`config.mk`:
```
export PLATFORM = sky130hd
export DESIGN_NAME = tlv_image_record_finder_unit
export DESIGN_NICKNAME = d
export VERILOG_FILES = /design/src/hw/rtl/tlv_irf_pkg.sv /design/src/hw/rtl/tlv_irf_scan.sv /design/src/hw/rtl/tlv_image_record_finder_unit.sv
export SDC_FILE = /design/constraint.sdc
export NUM_CORES = 1
export LEC_CHECK = 0
export BUFFER_PORTS_ARGS = -buffer_cell sky130_fd_sc_hd__buf_2
export CAP_MARGIN = 10
export CORE_MARGIN = 4
export CORE_UTILIZATION = 32
export CTS_BUF_LIST = sky130_fd_sc_hd__clkbuf_16
export CTS_CLUSTER_DIAMETER = 30
export DETAILED_ROUTE_END_ITERATION = 8
export PLACE_DENSITY = 0.59
export SLEW_MARGIN = 10
export SYNTH_ARGS = -nofsm -noshare
export SYNTH_HDL_FRONTEND = slang
export SYNTH_HIERARCHICAL = 1
export SYNTH_SLANG_ARGS = --single-unit
```
`constraint.sdc`:
```
create_clock -name clk -period 9.35 [get_ports clk]
set_input_delay 1.87 -clock clk [delete_from_list [all_inputs] [get_ports clk]]
set_output_delay 1.87 -clock clk [all_outputs]
set_load 0.03 [all_outputs]
```
`src/hw/rtl/tlv_irf_pkg.sv`:
```
// Shared types and constants for the TLV image record finder.
// No dependencies.
package tlv_irf_pkg;

  localparam logic        CMD_START  = 1'b0;
  localparam logic        CMD_BYTE   = 1'b1;
  localparam logic [1:0]  MODE_WHOLE = 2'd1;
  localparam logic [1:0]  MODE_LIST  = 2'd2;
  localparam logic [31:0] HDR_BYTES  = 32'd8;
  localparam logic [31:0] IMAGE_TYPE = 32'd1;
  localparam logic [2:0]  HDR_LAST   = 3'd7;

  typedef struct packed {
    logic        cmd;
    logic [1:0]  mode;
    logic [31:0] payload_len;
    logic [7:0]  data_byte;
  } item_t;

  typedef struct packed {
    logic        found;
    logic [31:0] image_offset;
    logic [31:0] image_length;
  } result_t;

endpackage

```
`src/hw/rtl/tlv_irf_scan.sv`:
```
// Record scanner: parse state and per-transaction next-state logic.
// Depends on tlv_irf_pkg.
module tlv_irf_scan (
  input  logic                 clk,
  input  logic                 rst_n,
  input  logic                 step,
  input  tlv_irf_pkg::item_t   item,
  output logic                 res_valid,
  output tlv_irf_pkg::result_t res
);

  typedef enum logic [1:0] {
    PH_DONE   = 2'd0,
    PH_HEADER = 2'd1,
    PH_SKIP   = 2'd2
  } phase_t;

  phase_t      phase_r, phase_nxt;
  logic [2:0]  hdr_idx_r, hdr_idx_nxt;
  logic [31:0] rec_type_r, rec_type_nxt;
  logic [31:0] rec_size_r, rec_size_nxt;
  logic [31:0] offset_r, offset_nxt;
  logic [31:0] remain_r, remain_nxt;
  logic [31:0] skip_r, skip_nxt;

  logic [31:0] size_full;
  logic [31:0] offset_inc;
  logic [31:0] remain_dec;
  logic [31:0] skip_dec;

  // remain_r tracks payload bytes not yet consumed, so no wide sum is needed
  assign offset_inc = offset_r + 32'd1;
  assign remain_dec = remain_r - 32'd1;
  assign size_full  = {item.data_byte, rec_size_r[23:0]};
  assign skip_dec   = (skip_r != 32'd0) ? skip_r - 32'd1 : skip_r;

  always_comb begin
    phase_nxt    = phase_r;
    hdr_idx_nxt  = hdr_idx_r;
    rec_type_nxt = rec_type_r;
    rec_size_nxt = rec_size_r;
    offset_nxt   = offset_r;
    remain_nxt   = remain_r;
    skip_nxt     = skip_r;
    res_valid    = 1'b0;
    res          = '0;
    if (step) begin
      if (item.cmd == tlv_irf_pkg::CMD_START) begin
        hdr_idx_nxt  = '0;
        rec_type_nxt = '0;
        rec_size_nxt = '0;
        offset_nxt   = '0;
        remain_nxt   = item.payload_len;
        skip_nxt     = '0;
        phase_nxt    = PH_DONE;
        priority if (item.mode == tlv_irf_pkg::MODE_WHOLE) begin
          res_valid        = 1'b1;
          res.found        = (item.payload_len != 32'd0);
          res.image_length = item.payload_len;
        end else if (item.mode == tlv_irf_pkg::MODE_LIST) begin
          if (item.payload_len < tlv_irf_pkg::HDR_BYTES) begin
            res_valid = 1'b1;
          end else begin
            phase_nxt = PH_HEADER;
          end
        end else begin
          res_valid = 1'b1;
        end
      end else begin
        unique case (phase_r)
          PH_HEADER: begin
            offset_nxt  = offset_inc;
            remain_nxt  = remain_dec;
            hdr_idx_nxt = hdr_idx_r + 3'd1;
            if (hdr_idx_r[2]) begin
              rec_size_nxt[{hdr_idx_r[1:0], 3'b000} +: 8] = item.data_byte;
            end else begin
              rec_type_nxt[{hdr_idx_r[1:0], 3'b000} +: 8] = item.data_byte;
            end
            if (hdr_idx_r == tlv_irf_pkg::HDR_LAST) begin
              priority if (size_full > remain_dec) begin
                // record overruns the payload
                res_valid = 1'b1;
                phase_nxt = PH_DONE;
              end else if (rec_type_r == tlv_irf_pkg::IMAGE_TYPE) begin
                res_valid        = 1'b1;
                res.found        = 1'b1;
                res.image_offset = offset_inc;
                res.image_length = size_full;
                phase_nxt        = PH_DONE;
              end else if (size_full == 32'd0) begin
                hdr_idx_nxt  = '0;
                rec_type_nxt = '0;
                rec_size_nxt = '0;
                if (remain_dec < tlv_irf_pkg::HDR_BYTES) begin
                  res_valid = 1'b1;
                  phase_nxt = PH_DONE;
                end
              end else begin
                skip_nxt  = size_full;
                phase_nxt = PH_SKIP;
              end
            end
          end
          PH_SKIP: begin
            offset_nxt = offset_inc;
            remain_nxt = remain_dec;
            skip_nxt   = skip_dec;
            if (skip_dec == 32'd0) begin
              hdr_idx_nxt  = '0;
              rec_type_nxt = '0;
              rec_size_nxt = '0;
              if (remain_dec < tlv_irf_pkg::HDR_BYTES) begin
                res_valid = 1'b1;
                phase_nxt = PH_DONE;
              end else begin
                phase_nxt = PH_HEADER;
              end
            end
          end
          default: begin
            // idle: bytes are dropped
          end
        endcase
      end
    end
  end

  always_ff @(posedge clk) begin
    if (!rst_n) begin
      phase_r    <= PH_DONE;
      hdr_idx_r  <= '0;
      rec_type_r <= '0;
      rec_size_r <= '0;
      offset_r   <= '0;
      remain_r   <= '0;
      skip_r     <= '0;
    end else begin
      phase_r    <= phase_nxt;
      hdr_idx_r  <= hdr_idx_nxt;
      rec_type_r <= rec_type_nxt;
      rec_size_r <= rec_size_nxt;
      offset_r   <= offset_nxt;
      remain_r   <= remain_nxt;
      skip_r     <= skip_nxt;
    end
  end

endmodule

```
`src/hw/rtl/tlv_image_record_finder_unit.sv`:
```
// TLV image record finder, top level.
//
// Input channel (in_*): one transaction per item. in_cmd = 0 starts a payload
// with in_mode and in_payload_len; in_cmd = 1 carries one payload byte in
// in_data_byte. Mode 1 answers at once with the whole payload as the image,
// mode 2 scans 8-byte little-endian headers (type, size) for the first type 1
// record that fits; other modes fail.
// Result channel (out_*): at most one transaction per payload, out_found with
// offset and length, both zero on failure. Bytes after the answer are dropped.
// The item that causes a result passes the input register, then the result
// register. Throughput: one item per cycle while no result is stalled;
// each byte needs a 32-bit increment, two decrements and a few compares.
// Reset (synchronous, rst_n low): scanner idle, both registers empty.
// When the receiver stalls, the result holds; one more item is held in the
// input register, then in_stall rises until the result is taken.
module tlv_image_record_finder_unit (
  input  logic        clk,
  input  logic        rst_n,
  input  logic        in_valid,
  output logic        in_stall,
  input  logic        in_cmd,
  input  logic [1:0]  in_mode,
  input  logic [31:0] in_payload_len,
  input  logic [7:0]  in_data_byte,
  output logic        out_valid,
  input  logic        out_stall,
  output logic        out_found,
  output logic [31:0] out_image_offset,
  output logic [31:0] out_image_length
);

  tlv_irf_pkg::item_t   item_r;
  logic                 item_v_r;
  tlv_irf_pkg::result_t out_r;
  logic                 out_valid_r;
  tlv_irf_pkg::result_t res;
  logic                 res_valid;
  logic                 process;

  assign process  = item_v_r && (!out_valid_r || !out_stall);
  assign in_stall = item_v_r && !process;

  tlv_irf_scan u_scan (
    .clk       (clk),
    .rst_n     (rst_n),
    .step      (process),
    .item      (item_r),
    .res_valid (res_valid),
    .res       (res)
  );

  always_ff @(posedge clk) begin
    if (!rst_n) begin
      item_v_r    <= 1'b0;
      out_valid_r <= 1'b0;
    end else begin
      if (in_valid && !in_stall) begin
        item_v_r <= 1'b1;
      end else if (process) begin
        item_v_r <= 1'b0;
      end
      if (process && res_valid) begin
        out_valid_r <= 1'b1;
      end else if (!out_stall) begin
        out_valid_r <= 1'b0;
      end
    end
  end

  always_ff @(posedge clk) begin
    if (in_valid && !in_stall) begin
      item_r.cmd         <= in_cmd;
      item_r.mode        <= in_mode;
      item_r.payload_len <= in_payload_len;
      item_r.data_byte   <= in_data_byte;
    end
    if (process && res_valid) begin
      out_r <= res;
    end
  end

  assign out_valid        = out_valid_r;
  assign out_found        = out_r.found;
  assign out_image_offset = out_r.image_offset;
  assign out_image_length = out_r.image_length;

endmodule

```
== After elaboration in Yosys (flattened, before gate mapping) ==
Cells that the tools add are included.

* Bitwise operators: 5
* Equality and inequality tests: 15
* Shift-type cells: 2
* Reductions and logical operators: 20
* Order comparisons: 3
* Mux-type cells: 71
* $add $sub $neg: 5

{| class="wikitable"
|+ Operators with widths
! operator !! number
|-
| 2-to-1 mux 32 bit || 25
|-
| 2-to-1 mux 65 bit || 4
|-
| case mux 32 bit (2 select lines) || 3
|-
| bitwise mux 32 bit || 2
|-
| logical NOT 32 bit || 2
|-
| < comparator 32 x 4 -> 1 bit (second input constant) || 2
|-
| nonzero test 32 bit || 2
|-
| subtractor 32 x 1 -> 32 bit (second input constant) || 2
|-
| adder 32 x 1 -> 32 bit (second input constant) || 1
|-
| == test 32 x 1 -> 1 bit (second input constant) || 1
|-
| > comparator 32 bit || 1
|-
| variable shift 8 x 7 -> 32 bit (first input constant) || 1
|-
| indexed part select 8 x 7 -> 32 bit || 1
|-
| 2-to-1 mux 1 bit || 19
|-
| 2-to-1 mux 2 bit || 9
|-
| 2-to-1 mux 3 bit || 6
|-
| inequality test 3 bit (second input constant) || 3
|-
| negation 5 -> 7 bit || 1
|-
| inequality test 3 x 2 -> 1 bit (second input constant) || 2
|-
| inequality test 6 x 4 -> 1 bit (second input constant) || 1
|-
| case mux 3 bit (2 select lines) || 1
|-
| AND reduction 6 bit || 1
|-
| OR reduction 6 bit || 1
|-
| inverter 1 bit || 5
|-
| 17 further kinds || 25
|}

* Register bits: 275
* Bits of input ports: 47
* Output and inout bits: 67
* Word-level logic and storage cells: 137

== Longest topological paths before layout ==
* Depth in word-level cells: 12
* Gate-level depth with buffers: 21
* Mapped depth without buffers: 18

== Modules after synthesis ==
The synthesis kept the hierarchy.

{| class="wikitable"
|+ Modules (own cells, without submodules)
! module !! seq. area each (um^2) !! area an instance (um^2) !! instances !! cells an instance
|-
| tlv_irf_scan || 3143.0 || 10578.9 || 1 || 1402
|-
| tlv_image_record_finder_unit || 3283.1 || 3334.4 || 1 || 118
|}

== Least setup slack after synthesis ==
No wires, ideal clock.

* Path type: flip-flop to flip-flop
* Start: register u_scan.remain_r[11]
* End: register out_r, in the netlist out_found, enable pin
* Stages on the path, launching flop included: 19
* Clock period less this slack: 8219 ps
* Setup slack: 1131 ps
* Data required time: 8840 ps
* Arrival time: 7709 ps
* Buffers on the path: 2
* Cell sequence: dfxtp_1 -> buf_6 -> or4_4 -> or2_4 -> or4_2 -> clkbuf_1 -> or2_2 -> or3_1 -> xnor2_1 -> ha_1 -> nand4_1 -> nor4_1 -> o2111ai_1 -> and2_1 -> o2111ai_1 -> nand3_1 -> a31oi_1 -> nand2_1 -> a21oi_1

* Word-level cells in the longest chain between the ends: 11
* Elaborated cells between the ends (all ways): 13
* Classes of those cells: add/sub: 1; order compare: 2; mux: 9; reduce/logical: 1

{| class="wikitable"
|+ RTL lines
! what !! RTL line !! text
|-
| start, declared || tlv_irf_scan.sv:23 || <nowiki>logic [31:0] remain_r, remain_nxt;</nowiki>
|-
| start signal, assigned || tlv_irf_scan.sv:144 || <nowiki>remain_r <= remain_nxt;</nowiki>
|-
| subtractor 32 x 1 -> 32 bit (*) || tlv_irf_scan.sv:33 || <nowiki>assign remain_dec = remain_r - 32'd1;</nowiki>
|-
| < comparator 32 x 4 -> 1 bit || tlv_irf_scan.sv:95, tlv_irf_scan.sv:113 ||
|-
| 2-to-1 mux 1 bit || tlv_irf_scan.sv:95, tlv_irf_scan.sv:113 ||
|-
| 2-to-1 mux 1 bit || tlv_irf_scan.sv:91 || <nowiki>end else if (size_full == 32'd0) begin</nowiki>
|-
| 2-to-1 mux 1 bit || tlv_irf_scan.sv:85 || <nowiki>end else if (rec_type_r == tlv_irf_pkg::IMAGE_TYPE) begin</nowiki>
|-
| 2-to-1 mux 1 bit || tlv_irf_scan.sv:81 || <nowiki>priority if (size_full > remain_dec) begin</nowiki>
|-
| 2-to-1 mux 1 bit || tlv_irf_scan.sv:80 || <nowiki>if (hdr_idx_r == tlv_irf_pkg::HDR_LAST) begin</nowiki>
|-
| case mux 1 bit (2 select lines) (*) || tlv_irf_scan.sv:70 || <nowiki>unique case (phase_r)</nowiki>
|-
| 2-to-1 mux 1 bit (*) || tlv_irf_scan.sv:48 || <nowiki>if (item.cmd == tlv_irf_pkg::CMD_START) begin</nowiki>
|-
| 2-to-1 mux 1 bit (*) || tlv_irf_scan.sv:47 || <nowiki>if (step) begin</nowiki>
|-
| named net res_valid || tlv_image_record_finder_unit.sv:37 || <nowiki>logic res_valid;</nowiki>
|-
| logical AND 1 bit (*) || tlv_image_record_finder_unit.sv:77 || <nowiki>if (process && res_valid) begin</nowiki>
|-
| end signal, assigned || tlv_image_record_finder_unit.sv:78 || <nowiki>out_r <= res;</nowiki>
|-
| end, declared || tlv_image_record_finder_unit.sv:34 || <nowiki>tlv_irf_pkg::result_t out_r;</nowiki>
|}

The timed path passes the listed nets; every way through them passes the cells marked *.
A chain may end at the register's enable or synchronous reset.

== Final worst setup path ==
* Start: register u_scan.remain_r[8]
* End: register out_r, in the netlist out_image_length[25], data pin

* Word-level cells in the longest chain between the ends: 6

{| class="wikitable"
|+ RTL lines
! what !! RTL line
|-
| subtractor 32 x 1 -> 32 bit || tlv_irf_scan.sv:33
|-
| > comparator 32 bit || tlv_irf_scan.sv:81
|-
| 2-to-1 mux 65 bit || tlv_irf_scan.sv:81
|-
| 2-to-1 mux 65 bit || tlv_irf_scan.sv:80
|-
| 2-to-1 mux 65 bit || tlv_irf_scan.sv:70
|-
| 2-to-1 mux 32 bit || tlv_irf_scan.sv:48
|}

No other way between the ends.

==> impl_metrics.json <==
{
  "pin_count": 114,
  "layout_min_cycle_time_ps": 6790,
  "die_area_sq_mm": 0.0469,
  "grt_overflow": 0,
  "ctsHoldBuffers": 0,
  "cts_buffers": 71,
  "start_kind": "flip-flop",
  "seq_area_frac_synth_pct": 46.2,
  "ant_nets": 0,
  "synth_edf_count": 108,
  "grt_pass1_vias": 12300,
  "synthCells": 1520,
  "netlist_area_sq_mm": 0.0139,
  "first_pass_iters": 6,
  "finalCritPeriodShare_pct": 72.6,
  "fp.dieW_um": 217,
  "multi_input_area_sq_mm": 0.00699,
  "cts_tree": "done",
  "worst_setup_path_end_kind": "flip-flop",
  "vias": 12800,
  "hold_end": "u_scan/rec_type_r[0]",
  "gr-usage-all-layers_pct": 19.1,
  "drive_gt1_share_pct": 16.9,
  "cts_setup_buffers": 0,
  "htreeDepth": 3,
  "clock_latency_ps": 590,
  "leakagePower_nw": 6.70,
  "final_net_count": 1727,
  "gp_congestion": 0.919,
  "synth_cell_types": 72,
  "n_antenna_cell": 0,
  "wl_um": 46500,
  "path_clk_slew_ps": 50,
  "rr_endpoint": "out_image_length[25]",
  "crit_arrival_ps": 7230,
  "vias_per_cell": 5.63,
  "grt_setup_unrepaired": "false",
  "finalCoreUtilization_pct": 40.5,
  "r2r_cells": 16,
  "hold_path.class": "reg -> reg",
  "fin_skew_ps": 25.4,
  "die_h_um": 217,
  "holdCritStartpoint": "u_scan/rec_type_r[0]",
  "slew_viol_final": 0,
  "synth_warnings": 6,
  "clk_path_buf_depth": 3,
  "area_growth_pct": 25.0,
  "peakVddDrop_mv": 0.159,
  "power_density_mw_per_mm2": 241,
  "r2r_slack_ps": 2560,
  "crit_start": "u_scan/remain_r[8]",
  "crit_type": "reg -> reg",
  "path_max_fanout": 20,
  "start_util_pct": 32.4,
  "async_flop_share_pct": 0,
  "fmaxAchievable_mhz": 147,
  "outcome": "complete, no violations",
  "grt_max_degree": 59,
  "syn_nets": 1611,
  "core.rowCount": 76,
  "avgSynthCellArea_sq_um": 9.15,
  "cts_num_sinks": 267,
  "fill_cells": 4248,
  "drt_iter0_drc": 1272,
  "worstMarginPinSlew_ps": 1230,
  "worstPathRequired_ps": 9800,
  "final_hold_viol_count": 0,
  "drc": 0,
  "max_cap_violations": 0,
  "tns_ps": 0,
  "port_buffers": 113,
  "setup_viol": 0,
  "floorplan.core_area_sq_mm": 0.0430,
  "antenna_found_initial": 0,
  "cts_root_buf": "clkbuf_16",
  "wl_per_cell_um": 20.4,
  "synth.ff_latch_count": 267,
  "hpwl_um": 31100,
  "slew_headroom_pct": 17.8,
  "synthFlopType": "dfxtp_1",
  "holdPathStages": 1,
  "seq_area_sq_mm": 0.00643,
  "ctsResizeCount": 0,
  "grt_pass1_wl_um": 70700,
  "reg2reg_from": "u_scan/remain_r[8]"
}
## registers in the layout, indices dropped and copies added, names as in the netlist, 24 cells and up
name and flops:
item_r 43, out_image_length 32, out_image_offset 32, u_scan/offset_r 32
u_scan/rec_type_r 32, u_scan/remain_r 32, u_scan/skip_r 32, u_scan/rec_size_r 24
## final cells by class
cell class | instances | area share (%)
Sequential cell | 267 | 36.9
Tap cell | 585 | 4.21
Clock buffer | 75 | 10.8
Multi-Input combinational cell | 1123 | 40.2
Inverter | 32 | 0.690
Timing Repair Buffer | 141 | 4.44
Clock inverter | 57 | 2.74
## per-layer routing
metal	vias to the layer above	GRT usage, %	wire length, um
met5	-	0	0
li1	5949	-	-
met4	0	7.68	1490
met1	6199	26.1	20600
met2	582	28.7	20200
met3	105	4.99	4190
## cell usage after synthesis, drive strengths merged, types with 7 or more instances
library cell / n / area share, %
a211oi: 22 / 1.2
a21oi: 123 / 4.4
a22o: 63 / 4.0
a22oi: 8 / 0.43
a31oi: 7 / 0.31
a32o: 25 / 1.8
and2: 20 / 0.90
and3: 14 / 0.67
buf: 7 / 0.44
clkbuf: 91 / 2.5
dfxtp: 159 / 23
edfxtp: 108 / 23
ha: 44 / 4.0
inv: 30 / 0.81
nand2: 128 / 3.5
nand3: 47 / 1.7
nand4: 27 / 1.2
nor2: 174 / 4.7
nor2b: 17 / 0.76
nor3: 66 / 2.4
nor4: 47 / 2.1
o2111ai: 12 / 0.76
o211ai: 7 / 0.38
o21ai: 53 / 1.9
o22ai: 22 / 0.99
or2: 7 / 0.33
or3: 23 / 1.1
or4: 17 / 1.0
xnor2: 38 / 2.5
xor2: 35 / 2.2
## critical path: stages, from the launching register on
cell       delay, ps
dfxtp_1          380
nor3_1           430
nand4b_1         580
or4_2            880
or2_2            370
or3_1            370
xnor2_1          150
ha_1             290
nand4_1          160
nor4_1           460
o2111ai_1        210
a211oi_1         330
o21ba_2          210
nor3_1           700
and2_1           520
buf_4            370
a22o_1           200
## cells in the final DEF (no fill, tap or decap), types with 9 or more instances in the layout
cell type    n
nor2_1     174
dfxtp_1    159
nand2_1    127
a21oi_1    122
buf_2      113
edfxtp_1   108
clkbuf_16   75
nor3_1      66
a22o_1      63
o21ai_0     53
nor4_1      47
nand3_1     46
ha_1        44
inv_1       38
xnor2_1     37
xor2_1      35
buf_4       27
nand4_1     27
a32o_1      25
a211oi_1    22
o22ai_1     22
or3_1       21
and2_1      20
clkinv_2    19
nor2b_1     16
and3_1      13
or4_1       12
o2111ai_1   12
clkinv_1     9
## power by group
group          internal (mW)  switching (mW)
Combinational          0.200           0.364
Clock                   1.59           0.762
Sequential              1.24          0.0372
Total                   3.03            1.16
## worst max path at each step
stage	end	slack, ps	cells past startpoint
finish	out_image_length[25]	2560	16
global route	out_image_offset[21]	2290	17
CTS	u_scan/rec_type_r[24]	2450	17
detailed placement	u_scan/rec_type_r[24]	2490	17
global placement	u_scan/rec_type_r[31]	2680	17
floorplan	out_found	1130	18
## per-stage QoR
step	setup WS [ps]	instance area (sq um)	hold WS [ps]	instances	power [mW]
6_report	2560	17400	474	2280	4.20
5_1_grt	2290	17400	484	2280	4.36
4_1_cts	2450	17400	474	2279	4.22
3_5_place_dp	2490	15000	457	2147	1.85
3_3_place_gp	2680	15000	458	2147	1.84
2_1_floorplan	1130	13900	441	1520	1.69
## cells by family (layout without fill, tap and decap cells)
| logic type | Yosys count | after routing | synth area share (%) |
|---|---|---|---|
| adders and majority gates | 44 | 44 | 3.96 |
| and+or+nand+nor | 612 | 612 | 21.8 |
| buffers and inverters | 130 | 305 | 3.76 |
| DFF | 267 | 267 | 46.2 |
| xor gates and xnor gates | 73 | 73 | 4.73 |
| AOI/OAI and AO/OA | 385 | 385 | 18.9 |
| muxes | 9 | 9 | 0.674 |
No activity file was read; power rests on OpenSTA's default activity.
